<file path="src/rtl/tbe_pkg.sv">
// ----------------------------------------------------------------------------
// tbe_pkg
// shared types, constants and helpers of the transformed bounds engine
// ----------------------------------------------------------------------------
package tbe_pkg;

    localparam int COORD_W   = 32;
    localparam int COEF_W    = 16;
    localparam int COEF_FRAC = 12;
    localparam int CFG_W     = 48;
    localparam int CFG_IDX_W = 3;
    localparam int ACC_W     = 56;
    localparam int OUT_DATA_W = 320;

    localparam logic [CFG_IDX_W-1:0] REG_COL_X = 3'd0;
    localparam logic [CFG_IDX_W-1:0] REG_COL_Y = 3'd1;
    localparam logic [CFG_IDX_W-1:0] REG_COL_Z = 3'd2;
    localparam logic [CFG_IDX_W-1:0] REG_OFF_X = 3'd3;
    localparam logic [CFG_IDX_W-1:0] REG_OFF_Y = 3'd4;
    localparam logic [CFG_IDX_W-1:0] REG_OFF_Z = 3'd5;

    localparam logic [CFG_W-1:0] COL_X_RST = 48'h0000_0000_1000;
    localparam logic [CFG_W-1:0] COL_Y_RST = 48'h0000_1000_0000;
    localparam logic [CFG_W-1:0] COL_Z_RST = 48'h1000_0000_0000;

    localparam logic signed [COORD_W-1:0] COORD_MAX = 32'sh7FFF_FFFF;
    localparam logic signed [COORD_W-1:0] COORD_MIN = -32'sh8000_0000;

    typedef struct packed {
        logic                             seen;
        logic signed [2:0][COORD_W-1:0]   vmin;
        logic signed [2:0][COORD_W-1:0]   vmax;
    } frame_t;

    typedef struct packed {
        logic [2:0][CFG_W-1:0]          col;
        logic [2:0][COORD_W-1:0]        off;
    } cfg_t;

    typedef enum logic [3:0] {
        ST_IDLE,
        ST_BOX_MUL,
        ST_BOX_ACC,
        ST_BOX_FIN,
        ST_DD_MUL,
        ST_DD_ACC,
        ST_SQH_GO,
        ST_SQH_WAIT,
        ST_CC_MUL,
        ST_CC_ACC,
        ST_SQL_GO,
        ST_SQL_WAIT,
        ST_RAD_MUL,
        ST_RAD,
        ST_DONE
    } back_state_t;

    function automatic logic signed [COEF_W-1:0] coef(input logic [CFG_W-1:0] c,
                                                      input logic [1:0] row);
        logic signed [COEF_W-1:0] v;
        case (row)
            2'd0:    v = c[15:0];
            2'd1:    v = c[31:16];
            2'd2:    v = c[47:32];
            default: v = '0;
        endcase
        return v;
    endfunction

    function automatic logic signed [COORD_W-1:0] sat_coord(
            input logic signed [ACC_W-1:0] v);
        logic signed [COORD_W-1:0] r;
        if (v > ACC_W'(COORD_MAX)) begin
            r = COORD_MAX;
        end else if (v < ACC_W'(COORD_MIN)) begin
            r = COORD_MIN;
        end else begin
            r = v[COORD_W-1:0];
        end
        return r;
    endfunction

endpackage

</file>
<file path="src/rtl/tbe_queue.sv">
// ----------------------------------------------------------------------------
// tbe_queue
// two-entry queue of frame summaries between front and back
// ----------------------------------------------------------------------------
module tbe_queue (
    input  logic            aclk,
    input  logic            aresetn,
    input  logic            push,
    input  tbe_pkg::frame_t push_frame,
    input  logic            pop,
    output tbe_pkg::frame_t pop_frame,
    output logic            empty,
    output logic            full
);

    tbe_pkg::frame_t mem_reg [2];
    logic            wr_ptr_reg, rd_ptr_reg;
    logic [1:0]      count_reg;

    assign empty     = (count_reg == 2'd0);
    assign full      = (count_reg == 2'd2);
    assign pop_frame = mem_reg[rd_ptr_reg];

    always_ff @(posedge aclk) begin
        if (push) begin
            mem_reg[wr_ptr_reg] <= push_frame;
        end
    end

    always_ff @(posedge aclk) begin
        if (!aresetn) begin
            wr_ptr_reg <= 1'b0;
            rd_ptr_reg <= 1'b0;
            count_reg  <= 2'd0;
        end else begin
            if (push) begin
                wr_ptr_reg <= ~wr_ptr_reg;
            end
            if (pop) begin
                rd_ptr_reg <= ~rd_ptr_reg;
            end
            count_reg <= count_reg + {1'b0, push} - {1'b0, pop};
        end
    end

    a_no_overflow: assert property (@(posedge aclk) disable iff (!aresetn)
        full |-> !push) else $error("push into full queue");
    a_no_underflow: assert property (@(posedge aclk) disable iff (!aresetn)
        empty |-> !pop) else $error("pop from empty queue");

endmodule

</file>
<file path="config.mk">
export PLATFORM = sky130hd
export DESIGN_NAME = tbe_queue
export DESIGN_NICKNAME = d
export VERILOG_FILES = /design/src/rtl/tbe_pkg.sv /design/src/rtl/tbe_queue.sv
export SDC_FILE = /design/constraint.sdc
export NUM_CORES = 1
export LEC_CHECK = 0
export ABC_AREA = 1
export BUFFER_PORTS_ARGS = -buffer_cell sky130_fd_sc_hd__buf_2
export CORE_MARGIN = 4
export CORE_UTILIZATION = 56
export DETAILED_ROUTE_END_ITERATION = 12
export PLACE_DENSITY_LB_ADDON = 0.15
export SYNTH_ARGS = -nofsm -noshare
export SYNTH_HDL_FRONTEND = slang
export SYNTH_SLANG_ARGS = --single-unit
</file>
<file path="constraint.sdc">
create_clock -name aclk -period 19.7 [get_ports aclk]
set_clock_uncertainty 0.2 [all_clocks]
set_input_delay 3.94 -clock aclk [delete_from_list [all_inputs] [get_ports aclk]]
set_output_delay 3.94 -clock aclk [all_outputs]
set_load 0.01 [all_outputs]
</file>
==> results by group, run 1 <==
STA
  • Fin crit share: 0.3557
  • Peak Freq: 0.1427 GHz
  • RSZ-0062 raised after global routing: false
  • Slew @ Worst Pin: 1.018 ns
  • Final hold vios: 0
  • Final worst path period need: 7.008 ns
  • Pins Over Slew Limit: 0
  • Final setup fails: 0
  • Relative slew margins: 0.3213
  • Final setup TNS: 0 ns

Clocking
  • Clock latency on the worst-skew pair: 0.50 ns
  • H-tree depth: 2
  • Post_cts resized: 0
  • Clk Tree Root Cell: clkbuf_16
  • CTS sink cnt: 391
  • Clock-pin slew on the worst setup and hold paths: 0.06 ns
  • Cts hold-fix bufs: 0
  • TritonCTS buffer count: 40
  • Postcts setup bufs: 0
  • Max clock buf depth: 3
  • TritonCTS clock tree: built

Synthesis
  • Unique masters post-synth: 12
  • Syn Nets: 832
  • Post-synthesis adder-cell area fraction: 0.001761
  • Synth Area in XOR/XNOR: 0
  • Post-synthesis sequential area ratio: 0.8230
  • #FFs+latches synth: 391
  • Main combinational cell family by area after synthesis: multiplexers
  • Mapped cell area: 14210 um^2
  • Simple-gate share of the synthesized area: 0.004844
  • Complex-gate fraction of the synthesized area: 0.0003523
  • Syn. warnings: 0
  • Post-Syn Instances: 633
  • Multiplexer share of the synthesized area: 0.1530
  • Synth Area per Inst: 22.44 um^2

Global routing
  • GRT Util Overall: 0.2064
  • Antenna violations before repair: 14
  • First-pass GRT wire length: 44500 um
  • Gr ovfl total: 0
  • Largest net degree at the start of global routing: 77
  • Vias in the first global route: 7839

Placed design
  • Dpl cells: 1340
  • Routability cong.: 0.8031
  • Dpl cell area: 16430 um^2
  • PortBufs: 391
  • Post-DP HPWL: 19830 um

Pwr
  • Maximum vdd drop: 0.00006997 V
  • Net Sw Power: 383.8 uW
  • Pint: 1.444 mW
  • Power per cell area: 103.6 nW/um^2
  • Sw Ratio: 0.2100
  • Logic gate share of total power: 0.090
  • Cell leakage power: 6.644 nW
  • Sequential Power Share: 0.535
  • Clk network pwr share: 0.375

Cells and area
  • Layout net count: 1251
  • Proportion of layout cells with a drive suffix above 1: 0.5963
  • Filler cell count: 1609
  • Final instance area: 17650 um^2
  • Commonest cells after routing, fill and taps aside: 391 x buf_2, 386 x edfxtp_1, 193 x mux2_2, 41 x clkbuf_16, 12 x clkinv_1
  • Max reg flops: 386
  • Fin cells: 1418
  • Layout Utilization: 0.7049
  • P&R area growth vs syn: 24.23%
  • Most common cell after layout, fill and taps aside: buf_2

Floorplan
  • Die Y: 167.3 um
  • Die ar.: 27980 um^2
  • Boundary pin count: 392
  • Core Region: 25040 um^2
  • Num rows: 58
  • Die X: 167.3 um
  • Starting density of the core: 0.5674

Setup path
  • CP Data Required Time: 15.56 ns
  • Startpoint Class: flip-flop
  • Worst Path Arrival: 2.87 ns
  • Worst setup EP type: output port
  • Reg-to-Reg Start: wr_ptr_reg
  • CP Class: reg -> out
  • Highest net fanout along the worst path: 69

Worst hold path
  • Hold WC Path Type: reg -> reg
  • Hold path start: rd_ptr_reg

Routing
  • Drt initial violations: 571
  • DRC: 0
  • DRT Pass-1 Iters: 4
  • Avg WL per Cell: 20.73 um
  • DR vias/cell: 5.248
  • Total number of vias: 7441
  • Final WL: 29400 um
  • Routed Antenna Nets: 0

Run status
  • Outcome: finished clean

Run
  • MaxCap Viol Count: 0
[logic make-up (layout without fill, tap and decap cells)]
family,Yosys count,after routing
muxes,193,193
DFF,391,391
and+or+nand+nor,18,18
adders and majority gates,2,2
AOI/OAI and AO/OA,1,1
other,0,8
buffers and inverters,28,475
[cells in the mapped netlist, drive strengths merged]
cell    count  area (um^2)
inv         7        26.28
mux2      193         2173
dfxtp       5        100.1
nand2       8        30.03
a21oi       1        5.000
ha          2        25.02
nand3       1        5.000
edfxtp    386        11590
nor2        9        33.78
buf        21        216.5
[cell type report]
class                           count  area, um^2  area share
Sequential cell                   391       11700      0.6627
Multi-Input combinational cell    214        2280      0.1292
Timing Repair Buffer              398        2009      0.1139
Clock buffer                       49        1056     0.05984
Tap cell                          330       412.9     0.02340
Clock inverter                     21       143.9    0.008153
Inverter                            7       31.28    0.001772
Antenna cell                        8       20.02    0.001134
[metrics by stage]
stage / total power, mW / worst slack (ns) / hold WS (ns)
after detailed placement: 1.162 / 13.12 / 0.2967
after global placement: 1.157 / 13.13 / 0.2743
after CTS: 1.849 / 12.63 / 0.3475
final: 1.828 / 12.69 / 0.3485
after floorplan: 1.093 / 6.700 / 0.2635
after global routing: 1.902 / 12.55 / 0.3526
[power groups by stage]
stage | Sequential (mW) | Combinational [mW] | Clock (mW)
floorplan | 0.998 | 0.0945 | 0
detailed placement | 0.995 | 0.166 | 0
CTS | 0.978 | 0.167 | 0.704
global placement | 0.993 | 0.164 | 0
finish | 0.978 | 0.165 | 0.686
global route | 0.982 | 0.178 | 0.742
[worst paths after layout]
kind / depth (start not counted) / slack, ns / endpoint
min reg2reg: 2 / 0.35 / rd_ptr_reg
max reg2reg: 3 / 16.91 / mem_reg[0][146]
min: 2 / 0.35 / rd_ptr_reg
max: 3 / 12.69 / pop_frame[31]
[critical path, stage by stage, from the launching register on]
cell,delay [ns]
dfxtp_4,0.87
buf_4,0.83
mux2_2,0.43
buf_2,0.14
[per-layer routing]
metal,global-route usage,vias up,share of wire
li1,-,3367,-
met1,0.2496,3638,0.37
met2,0.3359,340,0.49
met3,0.07342,84,0.096
met4,0.09633,12,0.048
met5,0,-,0.0028
No activity file was read; power rests on OpenSTA's default activity.
==> run 2, diff against run 1 <==
--- a/config.mk
+++ b/config.mk
@@ -5,10 +5,10 @@
 export SDC_FILE = /design/constraint.sdc
 export NUM_CORES = 1
 export LEC_CHECK = 0
-export ABC_AREA = 1
+export ABC_AREA = 0
 export BUFFER_PORTS_ARGS = -buffer_cell sky130_fd_sc_hd__buf_2
 export CORE_MARGIN = 4
-export CORE_UTILIZATION = 56
+export CORE_UTILIZATION = 47
 export DETAILED_ROUTE_END_ITERATION = 12
 export PLACE_DENSITY_LB_ADDON = 0.15
 export SYNTH_ARGS = -nofsm -noshare
==> constraint.sdc (replaced) <==
create_clock -name aclk -period 5.65 [get_ports aclk]
set_clock_uncertainty 0.2 [all_clocks]
set_input_delay 1.13 -clock aclk [delete_from_list [all_inputs] [get_ports aclk]]
set_output_delay 1.13 -clock aclk [all_outputs]
set_load 0.01 [all_outputs]
==> run 2 against run 1 <==
  * Global-route usage decreased by 3.4 points
  * Cell area increased by 0.86%
  * Critical path type unchanged
  * Critical path depth unchanged
  * Sequential share of layout area decreased by 0.56 points
  * Clock power increased to 3.6 times the previous value
  * Utilization decreased by 11 points
  * Non-clock buffer count increased by 1
  * Sequential cell count unchanged
  * Routed wire length decreased by 0.95%
==> results by group, run 2 <==
Run status
  • Outcome: finished clean

Placed design
  • Dpl cells: 1389
  • Post-DP HPWL: 19470 um
  • Routability cong.: 0.7589
  • PortBufs: 391
  • Pre-CTS WS: 2.391 ns

Cells and area
  • Commonest cells after routing, fill and taps aside: 391 x buf_2, 386 x edfxtp_1, 193 x mux2_2, 43 x clkbuf_16, 13 x clkinv_1
  • Fin cells: 1467
  • P&R area growth vs syn: 25.59%
  • Most common cell after layout, fill and taps aside: buf_2
  • Sequential cell area: 11700 um^2
  • Proportion of layout cells with a drive suffix above 1: 0.6021
  • Multi-input combinational cell area: 2301 um^2
  • Filler cell count: 2252
  • Max reg flops: 386
  • Layout net count: 1241

Pwr
  • Sw Ratio: 0.2148
  • Pint: 5.094 mW
  • Clk network pwr share: 0.376
  • Maximum vdd drop: 0.0002866 V
  • Logic gate share of total power: 0.099
  • Power per cell area: 364.5 nW/um^2
  • Sequential Power Share: 0.524
  • Cell leakage power: 6.657 nW
  • Net Sw Power: 1.394 mW

Clocking
  • H-tree depth: 2
  • Max clock buf depth: 3
  • TritonCTS clock tree: built
  • Clock latency on the worst-skew pair: 0.51 ns
  • CTS sink cnt: 391
  • Postcts setup bufs: 0
  • Cts hold-fix bufs: 0
  • Clock-pin slew on the worst setup and hold paths: 0.06 ns
  • TritonCTS buffer count: 41
  • Clk Tree Root Cell: clkbuf_16
  • Post_cts resized: 0

Global routing
  • Global-route layer with the greatest usage: met2
  • GRT Util Overall: 0.1721
  • Met1 usage: 0.2095
  • Gr ovfl total: 0
  • Met3 GRT Util: 0.07552
  • Vias in the first global route: 7667
  • Largest net degree at the start of global routing: 125
  • First-pass GRT wire length: 43850 um
  • Routing usage on met2: 0.2793
  • Antenna violations before repair: 12

Synthesis
  • EDFF count, synth: 386
  • Synth Area per Inst: 22.82 um^2
  • Post-synthesis sequential area ratio: 0.8249
  • Synth top area cells: edfxtp_1 82%, mux2_2 15%, dfxtp_1 0.71%, buf_6 0.64%, buf_4 0.58%
  • Yosys top cell area share: 0.8179
  • Primary FF master, synth: edfxtp_1
  • Synth area leader: edfxtp_1
  • Unique masters post-synth: 14
  • #FFs+latches synth: 391
  • Most frequent cell after synthesis: edfxtp_1
  • Asr flop ratio synth: 0
  • Syn Nets: 820
  • Synth cell count leaders: 386 x edfxtp_1, 193 x mux2_2, 11 x buf_4
  • Post-Syn Instances: 621
  • Syn. warnings: 0
  • Mapped cell area: 14170 um^2

Floorplan
  • Starting density of the core: 0.4769
  • Die Y: 181.7 um
  • Num rows: 63
  • Die X: 181.7 um
  • Die ar.: 33000 um^2
  • Core Region: 29720 um^2
  • Boundary pin count: 392

STA
  • Final setup fails: 0
  • RSZ-0062 raised after global routing: false
  • Setup WS post-layout: 1.878 ns
  • Final worst path period need: 3.772 ns
  • Relative slew margins: 0.3375
  • Final hold vios: 0
  • Pins Over Slew Limit: 0
  • Fin crit share: 0.6676
  • Peak Freq: 0.2651 GHz
  • Slew @ Worst Pin: 0.9937 ns
  • Final setup TNS: 0 ns

Routing
  • Total number of vias: 7145
  • Final WL: 29120 um
  • DRT Pass-1 Iters: 4
  • Routed Antenna Nets: 0
  • Drt initial violations: 382
  • Avg WL per Cell: 19.85 um
  • DRC: 0
  • DR vias/cell: 4.870

Setup path
  • Top cell family by delay on the critical path: flip-flops
  • Max stage delay on crit path: 0.77 ns
  • Worst Path Arrival: 2.44 ns
  • CP Cell Sequence: buf_12, mux2_2, buf_2
  • Flop2flop setup slack: 3.31 ns
  • Startpoint Class: flip-flop
  • Highest net fanout along the worst path: 94
  • Crit-path slowest cell: dfxtp_4
  • Worst setup EP type: output port
  • CP Data Required Time: 4.32 ns
  • Buf/Inv on CP: 2
  • Reg-to-Reg Start: wr_ptr_reg
  • CP Class: reg -> out

Worst hold path
  • Hold path start: rd_ptr_reg
  • Hold WC Path Type: reg -> reg

Run
  • MaxCap Viol Count: 0
[run 2: cell count changes in the layout (fill, tap and decap cells not counted), sizes merged, moves of 4 or more]
cell	previous run	this run
and2	0	4
nor2	9	1
clkbuf	49	53
nand2	8	0
inv	7	3
nor2b	0	4
diode	8	4
[run 2: final timing paths]
check               endpoint  cells after the start
max           pop_frame[191]                      3
min                flip-flop                      2
max reg2reg  mem_reg[1][115]                      2
min reg2reg        flip-flop                      2
[run 2: stage by stage]
stage	utilization	power [mW]	hold WS [ns]	instance area (um^2)
2_1_floorplan	-	3.830	0.3546	14180
3_3_place_gp	0.5572	4.109	0.3649	16560
3_5_place_dp	0.5572	4.121	0.3620	16560
4_1_cts	0.5986	6.574	0.3754	17790
5_1_grt	0.5988	6.768	0.3822	17790
6_report	0.5990	6.487	0.3715	17800
[run 2: worst register-to-register path, stage by stage (launching register included)]
cell	delay [ns]
dfxtp_1	0.39
and2_4	0.83
buf_4	0.56
[run 2: metal layers]
metal | share of wire | wire length [um]
met3 | 0.10 | 2961
met2 | 0.49 | 14210
met4 | 0.026 | 763
met5 | 0.0043 | 124
met1 | 0.38 | 11070
[run 2: area by class of cell]
cell class / instances / area share
inverter: 2 / 0.0004218
antenna: 4 / 0.0005623
sequential: 391 / 0.6570
timing repair buffer: 399 / 0.1161
clock inverter: 21 / 0.006608
multi-input combinational: 207 / 0.1293
clock buffer: 53 / 0.06256
tap: 390 / 0.02741
[run 2: logic make-up (layout without fill, tap and decap cells)]
group           count (synthesis)  count (layout)  synth area share
flops                         391             391            0.8249
mux                           193             193            0.1534
buf+inv                        23             475           0.01342
simple gates                    9               9          0.003795
fa+ha+maj                       2               2          0.001765
xor+xnor                        2               2          0.002207
compound gates                  1               1         0.0005299
other cells                     0               4                 0
[run 2: power by group through the flow]
| stage | Clock (mW) | Combinational [mW] | Sequential, mW |
|---|---|---|---|
| after floorplan | 0 | 0.379 | 3.45 |
| after global placement | 0 | 0.652 | 3.46 |
| after detailed placement | 0 | 0.657 | 3.46 |
| after CTS | 2.51 | 0.661 | 3.40 |
| after global routing | 2.65 | 0.700 | 3.41 |
| final | 2.44 | 0.644 | 3.40 |
